--- config.mk ---
export PLATFORM = sky130hd
export DESIGN_NAME = bankers_resource_allocator_flat
export DESIGN_NICKNAME = d
export VERILOG_FILES = /design/src/sv/bra_pkg.sv /design/src/sv/bra_ifs.sv /design/src/sv/bra_lane.sv /design/src/sv/bra_ctrl.sv /design/src/sv/bankers_resource_allocator.sv /design/src/flat_wrapper.sv
export VERILOG_INCLUDE_DIRS = /design/src /design/src/sv
export SDC_FILE = /design/constraint.sdc
export NUM_CORES = 2
export LEC_CHECK = 0
export BUFFER_PORTS_ARGS = -buffer_cell sky130_fd_sc_hd__buf_2
export CAP_MARGIN = 20
export CORE_MARGIN = 3
export CORE_UTILIZATION = 28
export DETAILED_ROUTE_END_ITERATION = 10
export GPL_TIMING_DRIVEN = 1
export PLACE_DENSITY_LB_ADDON = 0.08
export REMOVE_ABC_BUFFERS = 1
export SLEW_MARGIN = 20
export SYNTH_ARGS = -nofsm -noshare
export SYNTH_HDL_FRONTEND = slang
export SYNTH_SLANG_ARGS = --single-unit
--- constraint.sdc ---
create_clock -name clk -period 9.1 [get_ports clk]
set_input_delay 0.91 -clock clk [delete_from_list [all_inputs] [get_ports clk]]
set_output_delay 0.91 -clock clk [all_outputs]
set_load 0.03 [all_outputs]
--- src/sv/bankers_resource_allocator_macros.svh ---
// assertion macros for the allocator
`ifndef BANKERS_RESOURCE_ALLOCATOR_MACROS_SVH
`define BANKERS_RESOURCE_ALLOCATOR_MACROS_SVH

`ifndef SYNTH

`define BRA_ASSERT_IMP(lbl, clk, rstn, ante, cons) \
  lbl: assert property (@(posedge clk) disable iff (!rstn) (ante) |-> (cons)) \
    else $error("allocator assertion failed");

`define BRA_ASSERT_NXT(lbl, clk, rstn, ante, cons) \
  lbl: assert property (@(posedge clk) disable iff (!rstn) (ante) |=> (cons)) \
    else $error("allocator assertion failed");

`else

`define BRA_ASSERT_IMP(lbl, clk, rstn, ante, cons)

`define BRA_ASSERT_NXT(lbl, clk, rstn, ante, cons)

`endif

`endif

--- src/sv/bra_pkg.sv ---
package bra_pkg;

  localparam int OP_W        = 2;
  localparam int CUST_W      = 3;
  localparam int AMT_W       = 8;
  localparam int STATUS_W    = 2;
  localparam int CFG_IDX_W   = 3;
  localparam int CFG_DATA_W  = 8;
  localparam int NUM_AMOUNTS = 5;

  localparam logic [OP_W-1:0] OP_DECLARE = 2'd0;
  localparam logic [OP_W-1:0] OP_REQUEST = 2'd1;
  localparam logic [OP_W-1:0] OP_RELEASE = 2'd2;

  typedef enum logic [STATUS_W-1:0] {
    STAT_OK     = 2'd0,
    STAT_UNSAFE = 2'd1,
    STAT_RANGE  = 2'd2
  } status_t;

  typedef enum logic [2:0] {
    LC_IDLE,
    LC_DECLARE,
    LC_GRANT,
    LC_ADD,
    LC_RETURN
  } lane_cmd_t;

  typedef struct packed {
    logic decl_bad;
    logic over_need;
    logic over_avail;
    logic rel_bad;
    logic need_fits;
  } lane_flags_t;

  typedef enum logic [2:0] {
    CS_IDLE,
    CS_CHECK,
    CS_SCAN,
    CS_ROLLBACK,
    CS_DONE
  } ctrl_state_t;

endpackage

--- src/sv/bra_ifs.sv ---
interface bra_in_if;
  import bra_pkg::*;
  logic              valid;
  logic              ready;
  logic [OP_W-1:0]   op;
  logic [CUST_W-1:0] customer;
  logic [AMT_W-1:0]  amount_0;
  logic [AMT_W-1:0]  amount_1;
  logic [AMT_W-1:0]  amount_2;
  logic [AMT_W-1:0]  amount_3;
  logic [AMT_W-1:0]  amount_4;

  modport source (output valid, op, customer, amount_0, amount_1, amount_2, amount_3,
                  amount_4, input ready);
  modport sink (input valid, op, customer, amount_0, amount_1, amount_2, amount_3,
                amount_4, output ready);
endinterface

interface bra_out_if;
  import bra_pkg::*;
  logic                valid;
  logic                ready;
  logic [STATUS_W-1:0] status;

  modport source (output valid, status, input ready);
  modport sink (input valid, status, output ready);
endinterface

interface bra_cfg_if;
  import bra_pkg::*;
  logic                  valid;
  logic                  ready;
  logic [CFG_IDX_W-1:0]  index;
  logic [CFG_DATA_W-1:0] data;

  modport source (output valid, index, data, input ready);
  modport sink (input valid, index, data, output ready);
endinterface

--- src/sv/bra_lane.sv ---
module bra_lane #(
  parameter int CUSTOMERS  = 5,
  parameter int COUNT_BITS = 8,
  parameter int CI_W       = 3,
  parameter int WORK_W     = 11
) (
  input  logic                    clk,
  input  logic                    rst_n,
  input  logic                    cfg_we,
  input  logic [COUNT_BITS-1:0]   cfg_val,
  input  logic [bra_pkg::AMT_W-1:0] amt,
  input  bra_pkg::lane_cmd_t      cmd,
  input  logic [CI_W-1:0]         rd_idx,
  output bra_pkg::lane_flags_t    flags
);
  import bra_pkg::*;

  localparam int CMP_W = (COUNT_BITS > AMT_W) ? COUNT_BITS : AMT_W;
  localparam logic [CMP_W:0] MASK_X = {{(CMP_W + 1 - COUNT_BITS){1'b0}}, {COUNT_BITS{1'b1}}};

  logic [COUNT_BITS-1:0] total_r;
  logic [COUNT_BITS-1:0] avail_r, avail_nxt;
  logic [WORK_W-1:0]     work_r, work_nxt;
  logic [COUNT_BITS-1:0] held_r [CUSTOMERS];
  logic [COUNT_BITS-1:0] need_r [CUSTOMERS];
  logic [COUNT_BITS-1:0] held_nxt, need_nxt;
  logic [COUNT_BITS-1:0] held_rd, need_rd, amt_c;
  logic [CMP_W-1:0]      amt_x, held_x, need_x, avail_x, total_x;
  logic                  idx_ok, wr_en;

  assign idx_ok  = 32'(rd_idx) < 32'(CUSTOMERS);
  assign held_rd = idx_ok ? held_r[rd_idx] : '0;
  assign need_rd = idx_ok ? need_r[rd_idx] : '0;

  assign amt_x   = CMP_W'(amt);
  assign held_x  = CMP_W'(held_rd);
  assign need_x  = CMP_W'(need_rd);
  assign avail_x = CMP_W'(avail_r);
  assign total_x = CMP_W'(total_r);
  assign amt_c   = amt_x[COUNT_BITS-1:0];

  always_comb begin
    flags.decl_bad   = (amt_x > total_x) || (amt_x < held_x);
    flags.over_need  = amt_x > need_x;
    flags.over_avail = amt_x > avail_x;
    flags.rel_bad    = (amt_x > held_x)
                    || (({1'b0, avail_x} + {1'b0, amt_x}) > MASK_X)
                    || (({1'b0, need_x} + {1'b0, amt_x}) > MASK_X);
    flags.need_fits  = WORK_W'(need_rd) <= work_r;
  end

  always_comb begin
    avail_nxt = avail_r;
    work_nxt  = work_r;
    held_nxt  = held_rd;
    need_nxt  = need_rd;
    wr_en     = 1'b0;
    case (cmd)
      LC_DECLARE: begin
        need_nxt = amt_c - held_rd;
        wr_en    = 1'b1;
      end
      LC_GRANT: begin
        avail_nxt = avail_r - amt_c;
        held_nxt  = held_rd + amt_c;
        need_nxt  = need_rd - amt_c;
        work_nxt  = WORK_W'(avail_nxt);
        wr_en     = 1'b1;
      end
      LC_ADD: begin
        work_nxt = work_r + WORK_W'(held_rd);
      end
      LC_RETURN: begin
        avail_nxt = avail_r + amt_c;
        held_nxt  = held_rd - amt_c;
        need_nxt  = need_rd + amt_c;
        wr_en     = 1'b1;
      end
      default: begin
        wr_en = 1'b0;
      end
    endcase
    if (cfg_we) begin
      avail_nxt = cfg_val;
    end
  end

  always_ff @(posedge clk) begin
    if (!rst_n) begin
      total_r <= '0;
      avail_r <= '0;
      for (int i = 0; i < CUSTOMERS; i++) begin
        held_r[i] <= '0;
        need_r[i] <= '0;
      end
    end else begin
      avail_r <= avail_nxt;
      if (cfg_we) begin
        total_r <= cfg_val;
      end
      if (wr_en && idx_ok) begin
        held_r[rd_idx] <= held_nxt;
        need_r[rd_idx] <= need_nxt;
      end
    end
  end

  // work vector is set by each grant before the scan reads it
  always_ff @(posedge clk) begin
    work_r <= work_nxt;
  end

endmodule

--- src/sv/bra_ctrl.sv ---
module bra_ctrl #(
  parameter int RESOURCE_TYPES = 5,
  parameter int CUSTOMERS      = 5,
  parameter int CI_W           = 3
) (
  input  logic                         clk,
  input  logic                         rst_n,
  input  logic                         in_valid,
  input  logic [bra_pkg::OP_W-1:0]     in_op,
  input  logic [bra_pkg::CUST_W-1:0]   in_customer,
  output logic                         in_ready,
  output logic                         out_valid,
  output bra_pkg::status_t             out_status,
  input  logic                         out_ready,
  input  bra_pkg::lane_flags_t         lane_flags [RESOURCE_TYPES],
  output bra_pkg::lane_cmd_t           lane_cmd,
  output logic [CI_W-1:0]              rd_idx
);
  import bra_pkg::*;

  ctrl_state_t           state_r, state_nxt;
  logic [OP_W-1:0]       op_r;
  logic [CUST_W-1:0]     cust_r;
  logic [CI_W-1:0]       scan_r, scan_nxt;
  logic [CUSTOMERS-1:0]  done_r, done_nxt;
  logic                  progress_r, progress_nxt;
  status_t               status_r, status_nxt;
  logic                  out_valid_r, out_valid_nxt;
  status_t               out_status_r, out_status_nxt;
  logic [CI_W+CUST_W-1:0] cust_wide;
  logic [CI_W-1:0]       cust_idx;
  logic                  cust_ok, fits;
  logic                  any_decl_bad, any_over_need, any_over_avail, any_rel_bad, all_fit;

  assign cust_wide = {{CI_W{1'b0}}, cust_r};
  assign cust_idx  = cust_wide[CI_W-1:0];
  assign cust_ok   = 32'(cust_r) < 32'(CUSTOMERS);
  assign rd_idx    = (state_r == CS_SCAN) ? scan_r : cust_idx;

  // merge of the lane results
  always_comb begin
    any_decl_bad   = 1'b0;
    any_over_need  = 1'b0;
    any_over_avail = 1'b0;
    any_rel_bad    = 1'b0;
    all_fit        = 1'b1;
    for (int r = 0; r < RESOURCE_TYPES; r++) begin
      any_decl_bad   = any_decl_bad | lane_flags[r].decl_bad;
      any_over_need  = any_over_need | lane_flags[r].over_need;
      any_over_avail = any_over_avail | lane_flags[r].over_avail;
      any_rel_bad    = any_rel_bad | lane_flags[r].rel_bad;
      all_fit        = all_fit & lane_flags[r].need_fits;
    end
  end

  always_comb begin
    state_nxt      = state_r;
    scan_nxt       = scan_r;
    done_nxt       = done_r;
    progress_nxt   = progress_r;
    status_nxt     = status_r;
    out_valid_nxt  = out_valid_r & ~out_ready;
    out_status_nxt = out_status_r;
    lane_cmd       = LC_IDLE;
    in_ready       = 1'b0;
    fits           = 1'b0;
    case (state_r)
      CS_IDLE: begin
        in_ready = 1'b1;
        if (in_valid) begin
          state_nxt = CS_CHECK;
        end
      end
      CS_CHECK: begin
        state_nxt = CS_DONE;
        status_nxt = STAT_RANGE;
        if (cust_ok) begin
          case (op_r)
            OP_DECLARE: begin
              if (!any_decl_bad) begin
                lane_cmd   = LC_DECLARE;
                status_nxt = STAT_OK;
              end
            end
            OP_REQUEST: begin
              if (any_over_need) begin
                status_nxt = STAT_RANGE;
              end else if (any_over_avail) begin
                status_nxt = STAT_UNSAFE;
              end else begin
                lane_cmd     = LC_GRANT;
                state_nxt    = CS_SCAN;
                scan_nxt     = '0;
                done_nxt     = '0;
                progress_nxt = 1'b0;
              end
            end
            OP_RELEASE: begin
              if (!any_rel_bad) begin
                lane_cmd   = LC_RETURN;
                status_nxt = STAT_OK;
              end
            end
            default: begin
              status_nxt = STAT_RANGE;
            end
          endcase
        end
      end
      CS_SCAN: begin
        fits = !done_r[scan_r] && all_fit;
        if (fits) begin
          lane_cmd         = LC_ADD;
          done_nxt[scan_r] = 1'b1;
        end
        progress_nxt = progress_r | fits;
        if (&done_nxt) begin
          status_nxt = STAT_OK;
          state_nxt  = CS_DONE;
        end else if (scan_r == CI_W'(CUSTOMERS - 1)) begin
          scan_nxt     = '0;
          progress_nxt = 1'b0;
          if (!(progress_r | fits)) begin
            state_nxt = CS_ROLLBACK;
          end
        end else begin
          scan_nxt = scan_r + 1'b1;
        end
      end
      CS_ROLLBACK: begin
        lane_cmd   = LC_RETURN;
        status_nxt = STAT_UNSAFE;
        state_nxt  = CS_DONE;
      end
      CS_DONE: begin
        if (!out_valid_r || out_ready) begin
          out_valid_nxt  = 1'b1;
          out_status_nxt = status_r;
          state_nxt      = CS_IDLE;
        end
      end
      default: begin
        state_nxt = CS_IDLE;
      end
    endcase
  end

  always_ff @(posedge clk) begin
    if (!rst_n) begin
      state_r     <= CS_IDLE;
      out_valid_r <= 1'b0;
    end else begin
      state_r     <= state_nxt;
      out_valid_r <= out_valid_nxt;
    end
  end

  always_ff @(posedge clk) begin
    scan_r       <= scan_nxt;
    done_r       <= done_nxt;
    progress_r   <= progress_nxt;
    status_r     <= status_nxt;
    out_status_r <= out_status_nxt;
    if (in_valid && in_ready) begin
      op_r   <= in_op;
      cust_r <= in_customer;
    end
  end

  assign out_valid  = out_valid_r;
  assign out_status = out_status_r;

endmodule

--- src/sv/bankers_resource_allocator.sv ---
// channel | dir | words carried
// in_ch   | in  | op, customer, amount_0 .. amount_4
// out_ch  | out | status, one per input word
// cfg_ch  | in  | index, data: total of one resource type
//
// declare, release and refused requests finish without a scan; a granted request runs
// the safety scan, which visits one customer per cycle across all type lanes, and a
// failed scan adds a rollback step
// synchronous active-low reset clears the totals, available counts, holdings and needs to zero
// a waiting result does not block the next input word; a stalled output holds
// the following result until the register frees
`include "bankers_resource_allocator_macros.svh"

module bankers_resource_allocator #(
  parameter int RESOURCE_TYPES = 5,
  parameter int CUSTOMERS      = 5,
  parameter int COUNT_BITS     = 8
) (
  input  logic      clk,
  input  logic      rst_n,
  bra_in_if.sink    in_ch,
  bra_out_if.source out_ch,
  bra_cfg_if.sink   cfg_ch
);
  import bra_pkg::*;

  localparam int CI_W   = (CUSTOMERS > 1) ? $clog2(CUSTOMERS) : 1;
  localparam int WORK_W = COUNT_BITS + $clog2(CUSTOMERS + 1);

  logic [AMT_W-1:0]          amt_r [NUM_AMOUNTS];
  logic [AMT_W-1:0]          lane_amt [RESOURCE_TYPES];
  logic [COUNT_BITS+CFG_DATA_W-1:0] cfg_wide;
  logic [COUNT_BITS-1:0]     cfg_val;
  logic [RESOURCE_TYPES-1:0] cfg_we;
  lane_flags_t               lane_flags [RESOURCE_TYPES];
  lane_cmd_t                 lane_cmd;
  logic [CI_W-1:0]           rd_idx;
  status_t                   out_status;
  logic                      in_acc;

  assign in_acc       = in_ch.valid & in_ch.ready;
  assign cfg_ch.ready = 1'b1;
  assign cfg_wide     = {{COUNT_BITS{1'b0}}, cfg_ch.data};
  assign cfg_val      = cfg_wide[COUNT_BITS-1:0];
  assign out_ch.status = out_status;

  always_ff @(posedge clk) begin
    if (in_acc) begin
      amt_r[0] <= in_ch.amount_0;
      amt_r[1] <= in_ch.amount_1;
      amt_r[2] <= in_ch.amount_2;
      amt_r[3] <= in_ch.amount_3;
      amt_r[4] <= in_ch.amount_4;
    end
  end

  for (genvar r = 0; r < RESOURCE_TYPES; r++) begin : g_lane
    if (r < NUM_AMOUNTS) begin : g_fed
      assign lane_amt[r] = amt_r[r];
      assign cfg_we[r]   = cfg_ch.valid && (cfg_ch.index == CFG_IDX_W'(r));
    end else begin : g_unfed
      assign lane_amt[r] = '0;
      assign cfg_we[r]   = 1'b0;
    end

    bra_lane #(
      .CUSTOMERS  (CUSTOMERS),
      .COUNT_BITS (COUNT_BITS),
      .CI_W       (CI_W),
      .WORK_W     (WORK_W)
    ) u_lane (
      .clk     (clk),
      .rst_n   (rst_n),
      .cfg_we  (cfg_we[r]),
      .cfg_val (cfg_val),
      .amt     (lane_amt[r]),
      .cmd     (lane_cmd),
      .rd_idx  (rd_idx),
      .flags   (lane_flags[r])
    );
  end

  bra_ctrl #(
    .RESOURCE_TYPES (RESOURCE_TYPES),
    .CUSTOMERS      (CUSTOMERS),
    .CI_W           (CI_W)
  ) u_ctrl (
    .clk         (clk),
    .rst_n       (rst_n),
    .in_valid    (in_ch.valid),
    .in_op       (in_ch.op),
    .in_customer (in_ch.customer),
    .in_ready    (in_ch.ready),
    .out_valid   (out_ch.valid),
    .out_status  (out_status),
    .out_ready   (out_ch.ready),
    .lane_flags  (lane_flags),
    .lane_cmd    (lane_cmd),
    .rd_idx      (rd_idx)
  );

  `BRA_ASSERT_NXT(a_busy_after_accept, clk, rst_n, in_acc, !in_ch.ready)
  `BRA_ASSERT_IMP(a_idle_no_update, clk, rst_n, in_ch.ready, lane_cmd == LC_IDLE)
  `BRA_ASSERT_NXT(a_grant_scans, clk, rst_n, lane_cmd == LC_GRANT, lane_cmd != LC_GRANT && lane_cmd != LC_DECLARE && !in_ch.ready)

endmodule
--- src/flat_wrapper.sv ---
// flat-port wrapper written by rule: the top's interface ports become plain ports
module bankers_resource_allocator_flat import bra_pkg::*;
#(
  parameter int RESOURCE_TYPES = 5,
  parameter int CUSTOMERS      = 5,
  parameter int COUNT_BITS     = 8
)
  (clk, rst_n, in_ch_valid, in_ch_op, in_ch_customer, in_ch_amount_0, in_ch_amount_1, in_ch_amount_2, in_ch_amount_3, in_ch_amount_4, in_ch_ready, out_ch_valid, out_ch_status, out_ch_ready, cfg_ch_valid, cfg_ch_index, cfg_ch_data, cfg_ch_ready);
  bra_in_if in_ch_i ();
  bra_out_if out_ch_i ();
  bra_cfg_if cfg_ch_i ();
  input  logic clk;
  input  logic rst_n;
  input wire logic [$bits(in_ch_i.valid)-1:0] in_ch_valid;
  input wire logic [$bits(in_ch_i.op)-1:0] in_ch_op;
  input wire logic [$bits(in_ch_i.customer)-1:0] in_ch_customer;
  input wire logic [$bits(in_ch_i.amount_0)-1:0] in_ch_amount_0;
  input wire logic [$bits(in_ch_i.amount_1)-1:0] in_ch_amount_1;
  input wire logic [$bits(in_ch_i.amount_2)-1:0] in_ch_amount_2;
  input wire logic [$bits(in_ch_i.amount_3)-1:0] in_ch_amount_3;
  input wire logic [$bits(in_ch_i.amount_4)-1:0] in_ch_amount_4;
  output wire logic [$bits(in_ch_i.ready)-1:0] in_ch_ready;
  output wire logic [$bits(out_ch_i.valid)-1:0] out_ch_valid;
  output wire logic [$bits(out_ch_i.status)-1:0] out_ch_status;
  input wire logic [$bits(out_ch_i.ready)-1:0] out_ch_ready;
  input wire logic [$bits(cfg_ch_i.valid)-1:0] cfg_ch_valid;
  input wire logic [$bits(cfg_ch_i.index)-1:0] cfg_ch_index;
  input wire logic [$bits(cfg_ch_i.data)-1:0] cfg_ch_data;
  output wire logic [$bits(cfg_ch_i.ready)-1:0] cfg_ch_ready;
  assign in_ch_i.valid = in_ch_valid;
  assign in_ch_i.op = in_ch_op;
  assign in_ch_i.customer = in_ch_customer;
  assign in_ch_i.amount_0 = in_ch_amount_0;
  assign in_ch_i.amount_1 = in_ch_amount_1;
  assign in_ch_i.amount_2 = in_ch_amount_2;
  assign in_ch_i.amount_3 = in_ch_amount_3;
  assign in_ch_i.amount_4 = in_ch_amount_4;
  assign in_ch_ready = in_ch_i.ready;
  assign out_ch_valid = out_ch_i.valid;
  assign out_ch_status = out_ch_i.status;
  assign out_ch_i.ready = out_ch_ready;
  assign cfg_ch_i.valid = cfg_ch_valid;
  assign cfg_ch_i.index = cfg_ch_index;
  assign cfg_ch_i.data = cfg_ch_data;
  assign cfg_ch_ready = cfg_ch_i.ready;
  bankers_resource_allocator #(.RESOURCE_TYPES(RESOURCE_TYPES), .CUSTOMERS(CUSTOMERS), .COUNT_BITS(COUNT_BITS)) u_core (.clk(clk), .rst_n(rst_n), .in_ch(in_ch_i), .out_ch(out_ch_i), .cfg_ch(cfg_ch_i));
endmodule
# == Yosys cells after proc, flatten, opt, wreduce, memory -nomap -nowiden ==
# Memories as Yosys holds them, arrays and structs flattened.
# Index checks and enable logic that the tools add are counted.
# totals
output_inout_bits,5
latchBits,0
wordCells,362
romBits,0
mem_count,11
mem_bits_rw,440
input_bits,61
regBits,157
# op_classes
add_sub_neg,51
div,0
shifts,0
n_bitwise,25
multipliers,0
reduce_logical,55
eq_ne,25
muxes,127
n_lt_le_gt_ge,44
# mem_list
name,words,word_bits,read_ports,rd_ports_with_merged_regs,wr,line,text
u_core.amt_r,5,8,5,0,5,bankers_resource_allocator.sv:30,logic [AMT_W-1:0] amt_r [NUM_AMOUNTS];
u_core.g_lane[0].u_lane.held_r,5,8,1,0,5,bra_lane.sv:24,logic [COUNT_BITS-1:0] held_r [CUSTOMERS];
u_core.g_lane[0].u_lane.need_r,5,8,1,0,5,bra_lane.sv:25,logic [COUNT_BITS-1:0] need_r [CUSTOMERS];
u_core.g_lane[1].u_lane.held_r,5,8,1,0,5,bra_lane.sv:24,
u_core.g_lane[1].u_lane.need_r,5,8,1,0,5,bra_lane.sv:25,
u_core.g_lane[2].u_lane.held_r,5,8,1,0,5,bra_lane.sv:24,
5 more memories,--,--,--,--,--,--,
# op_table
op,n
two-way mux 8 bit,25
greater-than comparator 8 bit,20
case mux 8 bit (2 select lines),10
subtractor 8 bit,20
adder 8 bit,15
case mux 8 bit (3 select lines),5
case mux 11 bit (2 select lines),5
adder 8 x 8 -> 9 bit,10
greater-than comparator 9 x 8 -> 1 bit (second input constant),10
two-way mux 3 bit,28
OR reduction 8 bit,10
adder 11 x 8 -> 11 bit,5
less-or-equal comparator 8 x 11 -> 1 bit,5
less-than comparator 8 bit,5
two-way mux 5 bit,6
two-way mux 1 bit,29
== test 3 x 2 -> 1 bit (second input constant),6
two-way mux 2 bit,9
case mux 3 bit (3 select lines),2
nonzero test 3 bit,6
OR 1 bit,17
logical OR 1 bit,16
case mux 3 bit (5 select lines),1
== test 3 bit (second input constant),4
other kinds (30),58

# == Depth between registers and ports, before layout ==
# depth
depth_word,24
depth_mapped,35
ltp_nobuf,29

# == Hierarchy ==
# A second synthesis with hierarchy kept.
# unflattened
cells_unflattened,4298
area_unflattened_um2,43023.8
# modules_own_cells
module,n_inst,area_each_um2,seq_area_each_um2,cells_per_inst
bra_lane (u_core.g_lane[3].u_lane),1,8214.1,3052.9,837
bra_lane (u_core.g_lane[0].u_lane),1,8129.0,3052.9,822
bra_lane (u_core.g_lane[2].u_lane),1,8119.0,3052.9,823
bra_lane (u_core.g_lane[1].u_lane),1,7991.4,3052.9,819
bra_lane (u_core.g_lane[4].u_lane),1,7976.4,3052.9,816
bra_ctrl,1,1311.3,620.6,133
bankers_resource_allocator,1,1282.5,1201.2,48

# == Worst setup path after synthesis ==
# No wires, ideal clock.
# synth_timing
path_kind,flip-flop to flip-flop
startpoint,register u_core.u_ctrl.state_r[1]
endpoint,"memory u_core.g_lane[0].u_lane.held_r[4][0], enable pin"
setup_slack_ns,0.911
setup_ns,0.441
period_less_slack_ns,8.189
stages_incl_launch_ff,23
required_ns,8.659
t_arrival_ns,7.748
path_cell_list,dfxtp_1 -> nor2b_1 -> nand2b_1 -> nand2_1 -> a21boi_1 -> buf_2 -> buf_1 -> clkbuf_1 -> a21oi_1 -> a2111oi_0 -> fa_1 -> a21oi_1 -> o211ai_1 -> nor3_1 -> nor4_1 -> and3b_1 -> clkbuf_1 -> nor4_1 -> nor2_4 -> buf_2 -> nand2_2 -> clkbuf_1 -> nand2_1
# synth_lines
item,line,text
from (decl),bra_ctrl.sv:21,"ctrl_state_t state_r, state_nxt;"
from (signal assigned),bra_ctrl.sv:153,state_r <= state_nxt;
to (decl),bra_lane.sv:24,

==> flow_metrics.py <==
metrics = {
    "final_layout": {
        "post-route-cell-area_sq_um": 45490,
        "layout_common_cells": "540 x nor2_1, 513 x edfxtp_1, 392 x a21oi_1, 366 x ha_1, 288 x nand2_1",
        "fin_nets": 4592,
        "final_common_cell": "nor2_1",
        "area_growth_pct": 14.32,
        "drive_gt1_share_pct": 8.846,
    },
    "detailed_routing": {
        "ant_nets": 0,
        "viasPerCell": 5.171,
        "wl_um": 156500,
        "vias": 31400,
        "dr.pass1.iters": 5,
        "remaining_drc_errors": 0,
        "drtIter0Drc": 2307,
        "wl_per_cell_um": 25.78,
    },
    "power_and_ir_drop": {
        "comb_power_share_pct": 19.0,
        "vdd_drop_max_uv": 116.7,
        "p_sw_mw": 2.290,
        "power_frac_clock_pct": 40.7,
        "p_int_mw": 5.484,
        "seqPwrFrac_pct": 40.4,
        "p_sw_share_pct": 29.46,
        "power_leakage_nw": 17.94,
        "power.density_nw_per_um2": 170.9,
    },
    "worst_setup_path": {
        "crit_required_ns": 9.50,
        "cp-end-kind": "flop",
        "cpPeakStageDelay_ns": 0.82,
        "worst-path-buf-inv": 3,
        "cp_max_fo": 60,
        "slowest_stage": "nor4_1",
        "path_class": "reg -> reg",
        "cp-start-kind": "flop",
        "crit_arrival_ns": 8.93,
        "cp_top_family": "simple AND/OR/NAND/NOR gates",
    },
    "die": {
        "rows": 137,
        "boundaryPins": 66,
        "start_util_pct": 28.35,
        "dieWidth_um": 383.0,
        "dieArea_sq_um": 146700,
        "core-area_sq_um": 140400,
        "fp.dieH_um": 383.0,
    },
    "cts": {
        "clk_pin_slew_ns": 0.06,
        "postCtsHoldBufs": 0,
        "cts_tree": "done",
        "h-tree-depth": 3,
        "clock-sinks": 597,
        "clk_latency_ns": 0.69,
        "cts-root-buf": "clkbuf_16",
        "max-clock-path-buffers": 3,
        "cts_buffers": 78,
    },
    "synth": {
        "ys_types": 81,
        "ys_seq_elements": 597,
        "async_reset_ff_share_pct": 0,
        "synth_top_family_by_area": "compound AO/OA/AOI/OAI gates",
        "syn_area_sq_um": 39790,
        "dominantRegCellSynth": "edfxtp_1",
        "netlist_instances": 4084,
        "synthAdderAreaFrac_pct": 13.27,
        "synth_xor_area_share_pct": 4.094,
        "synthMuxAreaShare_pct": 4.440,
        "syn_avg_cell_area_sq_um": 9.744,
        "ys_warn_count": 0,
        "synth_compound_area_share_pct": 16.55,
        "synthSimpleGateAreaFrac_pct": 14.02,
        "synth-edff-count": 513,
        "ys_seq_area_share_pct": 42.94,
    },
    "grt": {
        "track_usage_pct": 21.06,
        "grt_max_degree": 66,
        "grt_antenna_before_repair": 8,
        "grt-ovfl-total": 0,
        "grt_pass1_vias": 31470,
        "grt_pass1_wl_um": 226100,
    },
    "placement": {
        "portBuffers": 64,
        "post_dp_cell_area_sq_um": 42900,
        "dp_hpwl_um": 109100,
        "gp_congestion": 0.8663,
    },
    "run_status": {
        "status": "complete, no violations",
    },
    "sta": {
        "timing.fmax_mhz": 117.2,
        "finalCritPeriodShare_pct": 93.78,
        "finalSetupViolCount": 0,
        "min_period_ns": 8.534,
        "skew_ns": 0.03975,
        "drv_slew": 0,
        "final-hold-violation-count": 0,
        "final.setup.tns_ns": 0,
        "slew_headroom_pct": 21.90,
        "rsz0062_at_grt": "false",
        "tightest_slew_ns": 1.161,
    },
    "min_path": {
        "min_path_type": "in -> reg",
    },
    "job": {
        "cap_viol_max_count": 0,
    },
}
-- power groups by stage --
| stage | sequential [mW] | combinational [mW] | clock (mW) |
|---|---|---|---|
| floorplan | 3.16 | 1.03 | 0 |
| global placement | 3.20 | 1.48 | 0 |
| detailed placement | 3.20 | 1.47 | 0 |
| CTS | 3.14 | 1.48 | 3.26 |
| global route | 3.15 | 1.62 | 3.35 |
| finish | 3.14 | 1.47 | 3.16 |
-- worst paths after layout --
check / startpoint / to / slack [ns] / depth (start not counted)
worst max-delay path: u_core.u_ctrl.state_r[1] / u_core.g_lane[0].u_lane.held_r[1][7] / 0.57 / 27
worst min-delay path: in_ch_amount_4[2] / u_core.amt_r[4][2] / 0.40 / 1
worst max register to register: u_core.u_ctrl.state_r[1] / u_core.g_lane[0].u_lane.held_r[1][7] / 0.57 / 27
worst min register to register: u_core.u_ctrl.status_r[0] / u_core.u_ctrl.out_status[0] / 0.42 / 0
-- state kept, by name, summed over array words and instances (netlist names) --
| register | cells |
|---|---|
| u_core.u_ctrl.out_status | 2 |
| u_core.u_ctrl.scan_r | 3 |
| u_core.u_ctrl.state_r | 3 |
| u_core.g_lane.u_lane.avail_r | 40 |
| u_core.u_ctrl.done_r | 5 |
| u_core.amt_r | 40 |
| u_core.u_ctrl.out_valid | 1 |
| u_core.u_ctrl.op_r | 2 |
| u_core.g_lane.u_lane.total_r | 40 |
| u_core.u_ctrl.cust_idx | 3 |
| u_core.u_ctrl.progress_r | 1 |
| u_core.g_lane.u_lane.held_r | 200 |
| u_core.g_lane.u_lane.need_r | 200 |
| u_core.u_ctrl.status_r | 2 |
| u_core.g_lane.u_lane.work_r | 55 |
-- cells by family after synthesis --
family          Yosys count
flops                   597
simple gates           1239
mux                     130
xor+xnor                186
other cells               1
compound gates         1045
buf+inv                 485
fa+ha+maj               401
-- Yosys cell counts, drive strengths merged, types with 13 or more instances --
| library cell | instances | share of area [%] |
|---|---|---|
| o21bai | 38 | 0.72 |
| a22oi | 20 | 0.38 |
| o211ai | 34 | 0.64 |
| a21oi | 392 | 4.9 |
| nor4 | 15 | 0.24 |
| mux4 | 37 | 2.1 |
| a21o | 77 | 1.5 |
| a31oi | 16 | 0.25 |
| xnor2 | 141 | 3.1 |
| o31ai | 28 | 0.53 |
| nor3 | 92 | 1.2 |
| xor2 | 45 | 0.99 |
| nand2 | 295 | 2.8 |
| a22o | 32 | 0.70 |
| o22ai | 16 | 0.25 |
| nor3b | 13 | 0.25 |
| and3 | 21 | 0.33 |
| or3 | 18 | 0.28 |
| o21a | 33 | 0.62 |
| a2111oi | 24 | 0.53 |
| fa | 35 | 1.8 |
| edfxtp | 513 | 39 |
| mux2i | 91 | 2.3 |
| o221ai | 27 | 0.59 |
| clkbuf | 172 | 1.6 |
| o21ai | 197 | 2.5 |
| nand3 | 47 | 0.59 |
| buf | 37 | 0.46 |
| a211oi | 29 | 0.55 |
| nor2b | 77 | 1.2 |
| ha | 366 | 12 |
| nor2 | 544 | 5.2 |
| a221o | 16 | 0.40 |
| dfxtp | 84 | 4.2 |
| nand2b | 42 | 0.66 |
| inv | 276 | 2.6 |
| nand4 | 32 | 0.53 |
-- routing by layer --
layer	GRT usage (%)	share of wire (%)
met4	6.342	2.6
met3	2.438	4.2
met1	29.79	48
met5	0	0.015
met2	33.68	45
-- cell type report --
| type | count | area, sq um |
|---|---|---|
| fillers | 14450 | 94900 |
| multi-input cells | 3002 | 21090 |
| flip-flops and latches | 597 | 17090 |
| well taps | 1876 | 2347 |
| clock buffers | 112 | 2233 |
| repair buffers | 175 | 1376 |
| inverters | 276 | 1036 |
| clock inverters | 32 | 319.1 |
| diodes | 2 | 5.005 |
-- repair_timing --
item	in CTS	in global routing
setup endpoints to repair	0	19
setup buffers	0	3
resized for setup	0	1
-- through the flow --
| step | util (%) | hold WS, ns | power (mW) | instances | setup WS (ns) |
|---|---|---|---|---|---|
| floorplan | - | 0.4003 | 4.189 | 3875 | -17.89 |
| global placement | 30.55 | 0.4016 | 4.680 | 5922 | 0.6346 |
| detailed placement | 30.56 | 0.4063 | 4.665 | 5923 | 0.4989 |
| CTS | 32.38 | 0.3234 | 7.884 | 6067 | 0.4358 |
| global route | 32.40 | 0.3664 | 8.125 | 6070 | 0.09094 |
| finish | 32.40 | 0.3975 | 7.774 | 6072 | 0.5659 |
Power figures use the tool's default switching activity.
